==> src/rtl/sra_pkg.sv <==
// Package for the section address translator: sizes, codes and the item token
// that travels down the row of section cells. No dependencies.
package sra_pkg;

  localparam int MAX_SECTIONS = 16;
  localparam int IDX_W        = (MAX_SECTIONS > 1) ? $clog2(MAX_SECTIONS) : 1;

  localparam int ADDR_W       = 32;
  localparam int OFFSET_W     = ADDR_W + 1;
  localparam int ENTRY_W      = 4;
  localparam int COUNT_W      = 5;
  localparam int CFG_IDX_W    = 1;
  localparam int CFG_DATA_W   = 32;

  localparam int S_TDATA_W    = 136;
  localparam int M_TDATA_W    = 40;

  localparam logic [ADDR_W-1:0] ALIGN_MASK_RST = ADDR_W'(4095);

  typedef enum logic {
    FUNC_LOAD  = 1'b0,
    FUNC_XLATE = 1'b1
  } func_e;

  typedef enum logic [CFG_IDX_W-1:0] {
    CFG_ALIGN = 1'b0,
    CFG_COUNT = 1'b1
  } cfg_reg_e;

  // One translate item on its way through the cells.
  typedef struct packed {
    logic                valid;
    logic [ADDR_W-1:0]   rva;
    logic                hit;
    logic [OFFSET_W-1:0] bias;
    logic [IDX_W-1:0]    entry;
  } sra_tok_t;

endpackage

==> src/rtl/sra_cell.sv <==
// One section cell: holds a table entry, checks the passing item against it
// and hands the item on to the next cell. Depends on sra_pkg.
module sra_cell
  import sra_pkg::*;
(
  input  logic                clk_i,
  input  logic                rst_ni,
  input  logic [IDX_W-1:0]    cell_idx_i,
  input  logic                in_use_i,
  input  logic [ADDR_W-1:0]   align_mask_i,
  input  logic                wr_en_i,
  input  logic [ADDR_W-1:0]   wr_start_i,
  input  logic [ADDR_W-1:0]   wr_size_i,
  input  logic [ADDR_W-1:0]   wr_fpos_i,
  input  sra_tok_t            tok_i,
  output sra_tok_t            tok_o
);

  logic [ADDR_W-1:0]   start_q;
  logic [ADDR_W-1:0]   size_q;
  logic [OFFSET_W-1:0] bias_q;
  logic [ADDR_W-1:0]   asz_q;
  logic [ADDR_W-1:0]   end_q;

  logic                vld_q;
  sra_tok_t            tok_d;
  sra_tok_t            pay_q;
  logic                match;

  always_ff @(posedge clk_i) begin
    if (wr_en_i) begin
      start_q <= wr_start_i;
      size_q  <= wr_size_i;
      // File position minus start, modulo 2^33, so the output stage needs one add.
      bias_q  <= {1'b0, wr_fpos_i} - {1'b0, wr_start_i};
    end
    // The aligned end is refreshed every cycle, through asz_q and then end_q,
    // so that loads and alignment writes reach it.
    asz_q <= (size_q + align_mask_i) & ~align_mask_i;
    end_q <= asz_q + start_q;
  end

  assign match = in_use_i && (start_q <= tok_i.rva) && (end_q > tok_i.rva);

  always_comb begin
    tok_d = tok_i;
    if (!tok_i.hit && match) begin
      tok_d.hit   = 1'b1;
      tok_d.bias  = bias_q;
      tok_d.entry = cell_idx_i;
    end
  end

  always_ff @(posedge clk_i or negedge rst_ni) begin
    if (!rst_ni) begin
      vld_q <= 1'b0;
    end else begin
      vld_q <= tok_i.valid;
    end
  end

  always_ff @(posedge clk_i) begin
    pay_q <= tok_d;
  end

  always_comb begin
    tok_o       = pay_q;
    tok_o.valid = vld_q;
  end

endmodule
==> config.mk <==
export PLATFORM = sky130hd
export DESIGN_NAME = sra_cell
export DESIGN_NICKNAME = d
export VERILOG_FILES = /design/src/rtl/sra_pkg.sv /design/src/rtl/sra_cell.sv
export SDC_FILE = /design/constraint.sdc
export NUM_CORES = 1
export LEC_CHECK = 0
export BUFFER_PORTS_ARGS = -buffer_cell sky130_fd_sc_hd__buf_2
export CORE_MARGIN = 4
export CORE_UTILIZATION = 59
export CTS_CLUSTER_DIAMETER = 150
export DETAILED_ROUTE_END_ITERATION = 7
export GPL_TIMING_DRIVEN = 0
export PLACE_DENSITY_LB_ADDON = 0.05
export SYNTH_ARGS = -nofsm -noshare
export SYNTH_HDL_FRONTEND = slang
export SYNTH_SLANG_ARGS = --single-unit
==> constraint.sdc <==
create_clock -name clk_i -period 4.5 [get_ports clk_i]
set_input_delay 0 -clock clk_i [delete_from_list [all_inputs] [get_ports clk_i]]
set_output_delay 0 -clock clk_i [all_outputs]
set_load 0.02 [all_outputs]
Yosys cells after proc, flatten, opt, wreduce, memory -nomap -nowiden
Index checks and enable logic that the tools add are counted.
{ "op_classes": {"n_lt_le_gt_ge": 2, "addsub": 3, "bitwise_logic": 2, "n_reduce_logical": 4, "n_mux": 1} }
{ "op_table": {"columns": ["operator", "n"], "rows": [
  ["$add A32 B32 Y32", 2],
  ["$mux W37", 1],
  ["$sub A32 B32 Y33", 1],
  ["$and A32 B32 Y32", 1],
  ["$gt A32 B32 Y1", 1],
  ["$le A32 B32 Y1", 1],
  ["$not A32 Y32", 1],
  ["$logic_and A1 B1 Y1", 3],
  ["$logic_not A1 Y1", 1]
]} }
{ "totals": {"out_inout_bits": 71, "inputBits": 207, "word_cells": 22, "register_bits": 232} }

Depth between registers and ports, before layout
Gate-level depths: netlist (run 1).
{ "depth": {"ltp_word": 5, "depth_mapped": 12} }

Worst setup path before layout (run 1)
OpenSTA, ideal clock, no wires.
{ "synth_path": {"path_kind": "reg2reg", "start": "register size_q[9]", "end": "register asz_q[29]", "n_path_buf": 0, "arrival_time_ns": 2.609, "path_stages_with_launch": 10, "path_slack_ns": 1.768, "required_ns": 4.377, "setup_time_ns": 0.123, "synth_period_minus_slack_ns": 2.732, "path_cell_list": "edfxtp_1 -> ha_1 -> a211oi_1 -> nor2_1 -> o31a_1 -> a311oi_4 -> o21ai_2 -> a211oi_4 -> o21a_1 -> mux2_1"} }
{ "synth_between": {"elab_chain_len": 2} }
{ "synth_rtl": {"columns": ["element", "line", "rtl"], "rows": [
  ["start: declaration", "sra_cell.sv:20", "logic [ADDR_W-1:0] size_q;"],
  ["start signal: assignment", "sra_cell.sv:33", "size_q <= wr_size_i;"],
  ["$add A32 B32 Y32", "sra_cell.sv:39", "asz_q <= (size_q + align_mask_i) & ~align_mask_i;"],
  ["$and A32 B32 Y32", "sra_cell.sv:39", null],
  ["end signal: assignment", "sra_cell.sv:39", null],
  ["end: declaration", "sra_cell.sv:22", "logic [ADDR_W-1:0] asz_q;"]
]} }
No other way between the ends.
A chain may end at the register's enable or synchronous reset.

==> flow_summary_export.csv, run 1 <==
group,metric,value,unit
run_status,status,"finished, final reports clean",
logic_synthesis,synth.distinct_cells,74,
sta,grt_setup_unrepaired,"no",
clocking,cts.sinks,232,
drt,dr_total_vias,11028,
drt,wire_per_inst,18.8,um
sta,layout_min_cycle_time,4.04,ns
sta,fin_skew,0.0120,ns
sta,setup_tns,0,ns
sta,fmax,248,MHz
critical_path,crit_chain,"ha_1, nand4_1, or2_2, nor3_1, nand2_1, nand3_1, a21oi_1, nor4_1, buf_4, mux2_2, dlygate4sd3_1",
logic_synthesis,synth_edf_count,97,
sta,report.final.slew_viol_count,0,
logic_synthesis,postSynth.asyncResetShare,0.431,%
floorplanning,fp.dieArea,23500,sq um
global_route,antenna_found_initial,4,
clocking,htree_levels,1,
clocking,ctsResizeCount,0,
drt,ant_nets,0,
drt,first_pass_iters,5,
global_route,grt_pass1_wl,57.9,mm
floorplanning,die_x,153,um
logic_synthesis,yosys_warnings,0,
global_route,grt_pass1_vias,11562,
cells_and_area,layout-drive-gt1-share,22.1,%
power,p_total,6.63,mW
logic_synthesis,synthesis.area,12500,sq um
sta,worstMarginPinSlew,0.880,ns
clocking,numCtsBuffers,24,
power,pwr_density_cell,392,nW/um^2
floorplanning,start_util,60.9,%
sta,period_share,89.8,%
global_route,grt_util_all_layers,30.3,%
sta,setup_viol,0,
logic_synthesis,synth_seq_area_share,45.1,%
drt,drt-total-wl,36.9,mm
critical_path,cp.arrival,4.44,ns
logic_synthesis,synth_ff_type,"dfxtp_1",
critical_path,cp_slowest_stage_delay,0.77,ns
cells_and_area,nNetsFinal,2033,
placed_design,dpl.hpwl,24.1,mm
flow_run,maxCapViolCount,0,
critical_path,critPathLaunchType,"register",
clocking,cts_root_buf,"clkbuf_16",
sta,slew_headroom,40.8,%
drt,routed_via_density,5.63,
cells_and_area,fin_util,82.6,%
critical_path,crit_required,4.90,ns
sta,hold_viol_final,0,
logic_synthesis,syn_nets,1538,
placed_design,gp_congestion,0.911,
critical_path,critPathCaptureType,"register",
cells_and_area,area_delta_synth_final,35.8,%
logic_synthesis,ys_ff_latch,232,
critical_path,critical_path_class,"reg2reg",
floorplanning,die_y,153,um
critical_path,crit_slowest_cell,"nor4_1",
logic_synthesis,netlist_instances,1171,
clocking,clk_latency,0.52,ns
floorplanning,fp.coreArea,20500,sq um
critical_path,cp_max_fo,10,
clocking,clock_path_buffers,3,
drt,drtIter0Drc,592,
global_route,grt_max_degree,62,
floorplanning,io_pins,278,
min_path,hp-class,"in2reg",
placed_design,port-buffer-count,277,
drt,drc,0,
logic_synthesis,avgSynthCellArea,10.7,sq um
clocking,cts_tree,"built",
global_route,grt.overflow.total,0,
clocking,path_clk_slew,0.07,ns
power,leakagePower,7.86,nW
floorplanning,core.rowCount,52,
power,peakVddDrop,0.000338,V
final timing paths:
kind                            slack (ns)  cells after the start                    to             startpoint
worst max-delay path                  0.46                     11      tok_o[0]$_DFF_P_  start_q[13]$_DFFE_PP_
worst min-delay path                  0.02                      3  bias_q[23]$_DFFE_PP_          wr_fpos_i[23]
worst max register to register        0.46                     11      tok_o[0]$_DFF_P_  start_q[13]$_DFFE_PP_
worst min register to register        0.47                      1      end_q[0]$_DFF_P_       asz_q[0]$_DFF_P_
max in group asynchronous             4.08                      3       vld_q$_DFF_PN0_                 rst_ni
min in group asynchronous             0.32                      3       vld_q$_DFF_PN0_                 rst_ni
layer usage:
layer,global-route usage (%),up-vias,part of all wire [%]
met5,0,-,0
met4,13.7,0,4.8
met3,7.89,144,9.3
met2,51.8,597,47
met1,35.9,5004,39
li1,-,5283,-
Yosys cell counts (4+ instances only):
cell       number  area (sq um)
dfxtp_1       134          2680
nor4_1          4          25.0
and2_1          4          25.0
nand2b_1       11          68.8
nor2_1         85           319
a221o_1         5          50.1
and3_1          8          50.1
or2_2           6          37.5
nor2b_1        21           131
mux2_2         38           428
nor3_1         12          60.1
a2111oi_0       7          61.3
a21oi_1        92           460
nand2_1        39           146
o21bai_1       14           105
clkbuf_1        6          22.5
edfxtp_1       97          2910
ha_1          157          1960
inv_1          95           357
or3_1           4          25.0
nand3_1        25           125
and4_1          6          52.6
a21o_1         54           405
xor2_1         23           201
a211oi_1       11          82.6
o21ai_1         4          20.0
o21a_1         14           105
xnor2_1        50           438
buf_4           4          30.0
a31oi_1         9          56.3
o21ai_0        43           215
nand4_1        19           119
o211ai_1       11          82.6
through the flow:
stage	hold WS [ns]	cells	setup slack, ns	cell area (sq um)
6_report	0.0199	1959	0.460	16900
5_1_grt	0.0289	1958	0.409	16900
4_1_cts	0.000231	1954	0.511	16900
3_5_place_dp	-0.224	1719	0.835	14200
3_3_place_gp	-0.226	1718	0.897	14200
2_1_floorplan	-0.296	1171	1.77	12500
kinds of logic (layout without fill, tap and decap cells):
group | after synthesis | count (layout) | share of synthesized area, %
adders and majority gates | 160 | 160 | 16.2
DFF | 232 | 232 | 45.1
and+or+nand+nor | 253 | 253 | 10.1
xor gates and xnor gates | 73 | 73 | 5.12
other | 0 | 5 | 0
buffers and inverters | 107 | 620 | 3.35
AOI/OAI and AO/OA | 306 | 306 | 16.5
muxes | 40 | 40 | 3.64
power breakdown:
part,switching (mW),internal [mW]
sequential,0.139,2.55
clock,0.828,1.18
combinational,1.03,0.902
total,2.00,4.64
sequential cells by signal, indices dropped and copies added (netlist names):
name and cells:
size_q 32, end_q 32, vld_q 1, tok_o 70, asz_q 32, start_q 32, bias_q 33
critical path, delay by kind of cell, from the launching register on:
family,cells,cell delay (ns)
muxes,1,0.35
adders and majority gates,1,0.34
AOI/OAI and AO/OA,1,0.06
DFF,1,0.48
and+or+nand+nor,6,1.76
buffers and inverters,2,0.92
what timing repair did:
item	in CTS	in global routing
hold buffers	191	0
hold endpoints to repair	221	0
setup buffers	0	0
area by class of cell:
cell class	instances	area, sq um
clock inverter	13	134
timing repair buffer	469	3330
multi-input combinational	832	6440
fill	1185	3560
antenna	5	12.5
sequential	232	5620
tap	270	338
inverter	95	357
clock buffer	31	648
buffer	12	61.3
cells in the final DEF (no fill, tap or decap), drive strengths merged, types with 15 or more instances in the layout:
cell type,instances
buf,284
dlygate4sd3,191
ha,157
dfxtp,134
edfxtp,97
inv,95
a21oi,94
nor2,85
a21o,54
xnor2,50
o21ai,48
mux2,40
nand2,39
clkbuf,37
nand3,25
xor2,23
nor2b,21
nand4,19
o21bai,15
Note: power is estimated with default switching activity, not from simulation.
==> inputs of run 2 (changes only) <==
- CORE_UTILIZATION: 59 -> 55
- TNS_END_PERCENT: not set -> 50
- clock period: 4.5 -> 4.12 ns (I/O delays scaled with it)
==> flow_summary_export.csv, run 2 (synthesis gave the netlist of run 1 again) <==
group,metric,value,unit
run_status,status,"finished, final reports clean",
clocking,htree_levels,1,
global_route,grt_pass1_vias,10787,
sta,fin_skew,0.0101,ns
critical_path,critPathLaunchType,"register",
clocking,clk_latency,0.52,ns
clocking,cts_root_buf,"clkbuf_16",
flow_run,maxCapViolCount,0,
min_path,hp-class,"in2reg",
power,power.switching,2.15,mW
global_route,grt_pass1_wl,53.5,mm
drt,wire_per_inst,17.4,um
clocking,post_cts_buffers,0,
power,peakVddDrop,0.000356,V
sta,fin_hold_ws,0.0196,ns
critical_path,crit_slowest_cell,"dlygate4sd3_1",
clocking,clock_path_buffers,3,
cells_and_area,largest_reg_flops,70,
power,clkPwrFrac,29.8,%
drt,first_pass_iters,5,
power,p_total,7.13,mW
placed_design,gp_congestion,0.884,
drt,drc,0,
critical_path,critPathCaptureType,"register",
clocking,cts_tree,"built",
cells_and_area,final_cell_mix,"277 x buf_2, 193 x dlygate4sd3_1, 157 x ha_1",
drt,drtIter0Drc,529,
floorplanning,fp.coreArea,22100,sq um
critical_path,cp.arrival,4.20,ns
critical_path,regToRegStartpoint,"start_q[14]$_DFFE_PP_",
global_route,grt_util_all_layers,26.8,%
critical_path,r2r_slack,0.33,ns
critical_path,reg2reg_depth,11,
clocking,cts.sinks,232,
sta,period_share,92.1,%
power,power_frac_seq,41.1,%
critical_path,crit_required,4.53,ns
power,swShare,30.1,%
sta,setup_tns,0,ns
critical_path,critPathTopFamily,"simple AND/OR/NAND/NOR gates",
sta,setup_viol,0,
critical_path,r2r_end,"tok_o[0]$_DFF_P_",
global_route,antenna_found_initial,5,
power,p_int,4.98,mW
sta,grt_setup_unrepaired,"no",
clocking,numCtsBuffers,25,
critical_path,crit_chain,"ha_1, nand4_1, or2_2, nor3_1, nand2_1, nand3_1, a21oi_1, nor4_2, buf_4, mux2_2, dlygate4sd3_1",
floorplanning,die_y,159,um
placed_design,port-buffer-count,277,
critical_path,cp_slowest_stage_delay,0.56,ns
floorplanning,fp.dieArea,25200,sq um
drt,drt-total-wl,34.3,mm
sta,report.final.slew_viol_count,0,
floorplanning,start_util,56.5,%
sta,layout_min_cycle_time,3.79,ns
cells_and_area,area_delta_synth_final,35.9,%
drt,routed_via_density,5.34,
drt,ant_nets,0,
critical_path,crit_buf_inv,2,
critical_path,critical_path_class,"reg2reg",
power,pwr_density_cell,420,nW/um^2
power,leakagePower,7.86,nW
floorplanning,io_pins,278,
power,p_comb_share,29.1,%
clocking,path_clk_slew,0.06,ns
sta,slew_headroom,62.1,%
critical_path,cp_max_fo,10,
critical_path,startpoint,"start_q[14]$_DFFE_PP_",
global_route,grt.overflow.total,0,
cells_and_area,final_common_cell,"buf_2",
sta,fmax,264,MHz
cells_and_area,nNetsFinal,2036,
cells_and_area,layout-drive-gt1-share,22.4,%
sta,hold_viol_final,0,
placed_design,dpl.hpwl,24.3,mm
drt,dr_total_vias,10527,
global_route,grt_max_degree,76,
floorplanning,core.rowCount,54,
sta,worstMarginPinSlew,0.554,ns
floorplanning,die_x,159,um
critical_path,crit_end,"tok_o[0]$_DFF_P_",
critical_path,cp_num_cells,11,
[run 2: cell types whose count changed in the layout (fill, tap and decap cells not counted)]
| cell | previous run | this run |
|---|---|---|
| bufinv_16 | 3 | 1 |
| clkbuf_1 | 12 | 11 |
| clkbuf_16 | 25 | 26 |
| clkinv_1 | 5 | 3 |
| clkinv_2 | 5 | 7 |
| clkinvlp_4 | 0 | 3 |
| diode_2 | 5 | 4 |
| dlygate4sd3_1 | 191 | 193 |
| nor4_1 | 4 | 3 |
| nor4_2 | 0 | 1 |
[run 2: worst min-delay path by stage]
stage / start / to / slack [ns] / depth (start not counted)
3_3_place_gp: rst_ni / vld_q$_DFF_PN0_ / -0.23 / 1
6_report: wr_fpos_i[9] / bias_q[9]$_DFFE_PP_ / 0.02 / 3
2_1_floorplan: rst_ni / vld_q$_DFF_PN0_ / -0.30 / 0
5_1_grt: wr_fpos_i[13] / bias_q[13]$_DFFE_PP_ / 0.04 / 3
3_5_place_dp: rst_ni / vld_q$_DFF_PN0_ / -0.22 / 1
4_1_cts: wr_fpos_i[9] / bias_q[9]$_DFFE_PP_ / 0.0008 / 3
[run 2: cell type report]
cell class              instances  area, sq um
inverters                      95          357
well taps                     280          350
flip-flops and latches        232         5620
multi-input cells             832         6440
plain buffers                  12         61.3
clock buffers                  31          669
clock inverters                14         98.8
repair buffers                471         3350
diodes                          4         10.0
fillers                      1498         5130
[run 2: per-stage QoR]
stage | instance area [sq um] | instances | util [%] | setup slack, ns
3_3_place_gp | 14200 | 1728 | 64.3 | 0.517
3_5_place_dp | 14200 | 1729 | 64.5 | 0.498
6_report | 17000 | 1971 | 76.8 | 0.327
4_1_cts | 16900 | 1967 | 76.7 | 0.185
2_1_floorplan | 12500 | 1171 | - | 1.39
5_1_grt | 17000 | 1971 | 76.8 | 0.207
[run 2: worst register-to-register path, cell delays in order, from the launching register on]
cell	delay, ns
edfxtp_1	0.48
ha_1	0.35
nand4_1	0.13
or2_2	0.33
nor3_1	0.32
nand2_1	0.13
nand3_1	0.11
a21oi_1	0.06
nor4_2	0.53
buf_4	0.33
mux2_2	0.37
dlygate4sd3_1	0.56
[run 2: timing repair]
action,CTS,global route
hold buffers,193,0
resized for setup,0,1
endpoints found under the hold margin,209,0
endpoints found under the setup margin,0,4
[run 2: power by group through the flow]
| stage | logic, mW | clock network, mW | registers [mW] |
|---|---|---|---|
| CTS | 2.04 | 2.17 | 2.92 |
| global route | 2.32 | 2.25 | 2.96 |
| finish | 2.07 | 2.12 | 2.93 |
| detailed placement | 1.87 | 0 | 2.97 |
| floorplan | 1.29 | 0 | 3.00 |
| global placement | 1.82 | 0 | 2.97 |
[run 2: metal layers]
| layer | global-route usage (%) | up-vias | wire, um |
|---|---|---|---|
| met3 | 5.52 | 78 | 2350 |
| li1 | - | 5290 | - |
| met5 | 0 | - | 19 |
| met1 | 34.3 | 4789 | 14700 |
| met4 | 8.33 | 2 | 1030 |
| met2 | 45.8 | 368 | 16200 |
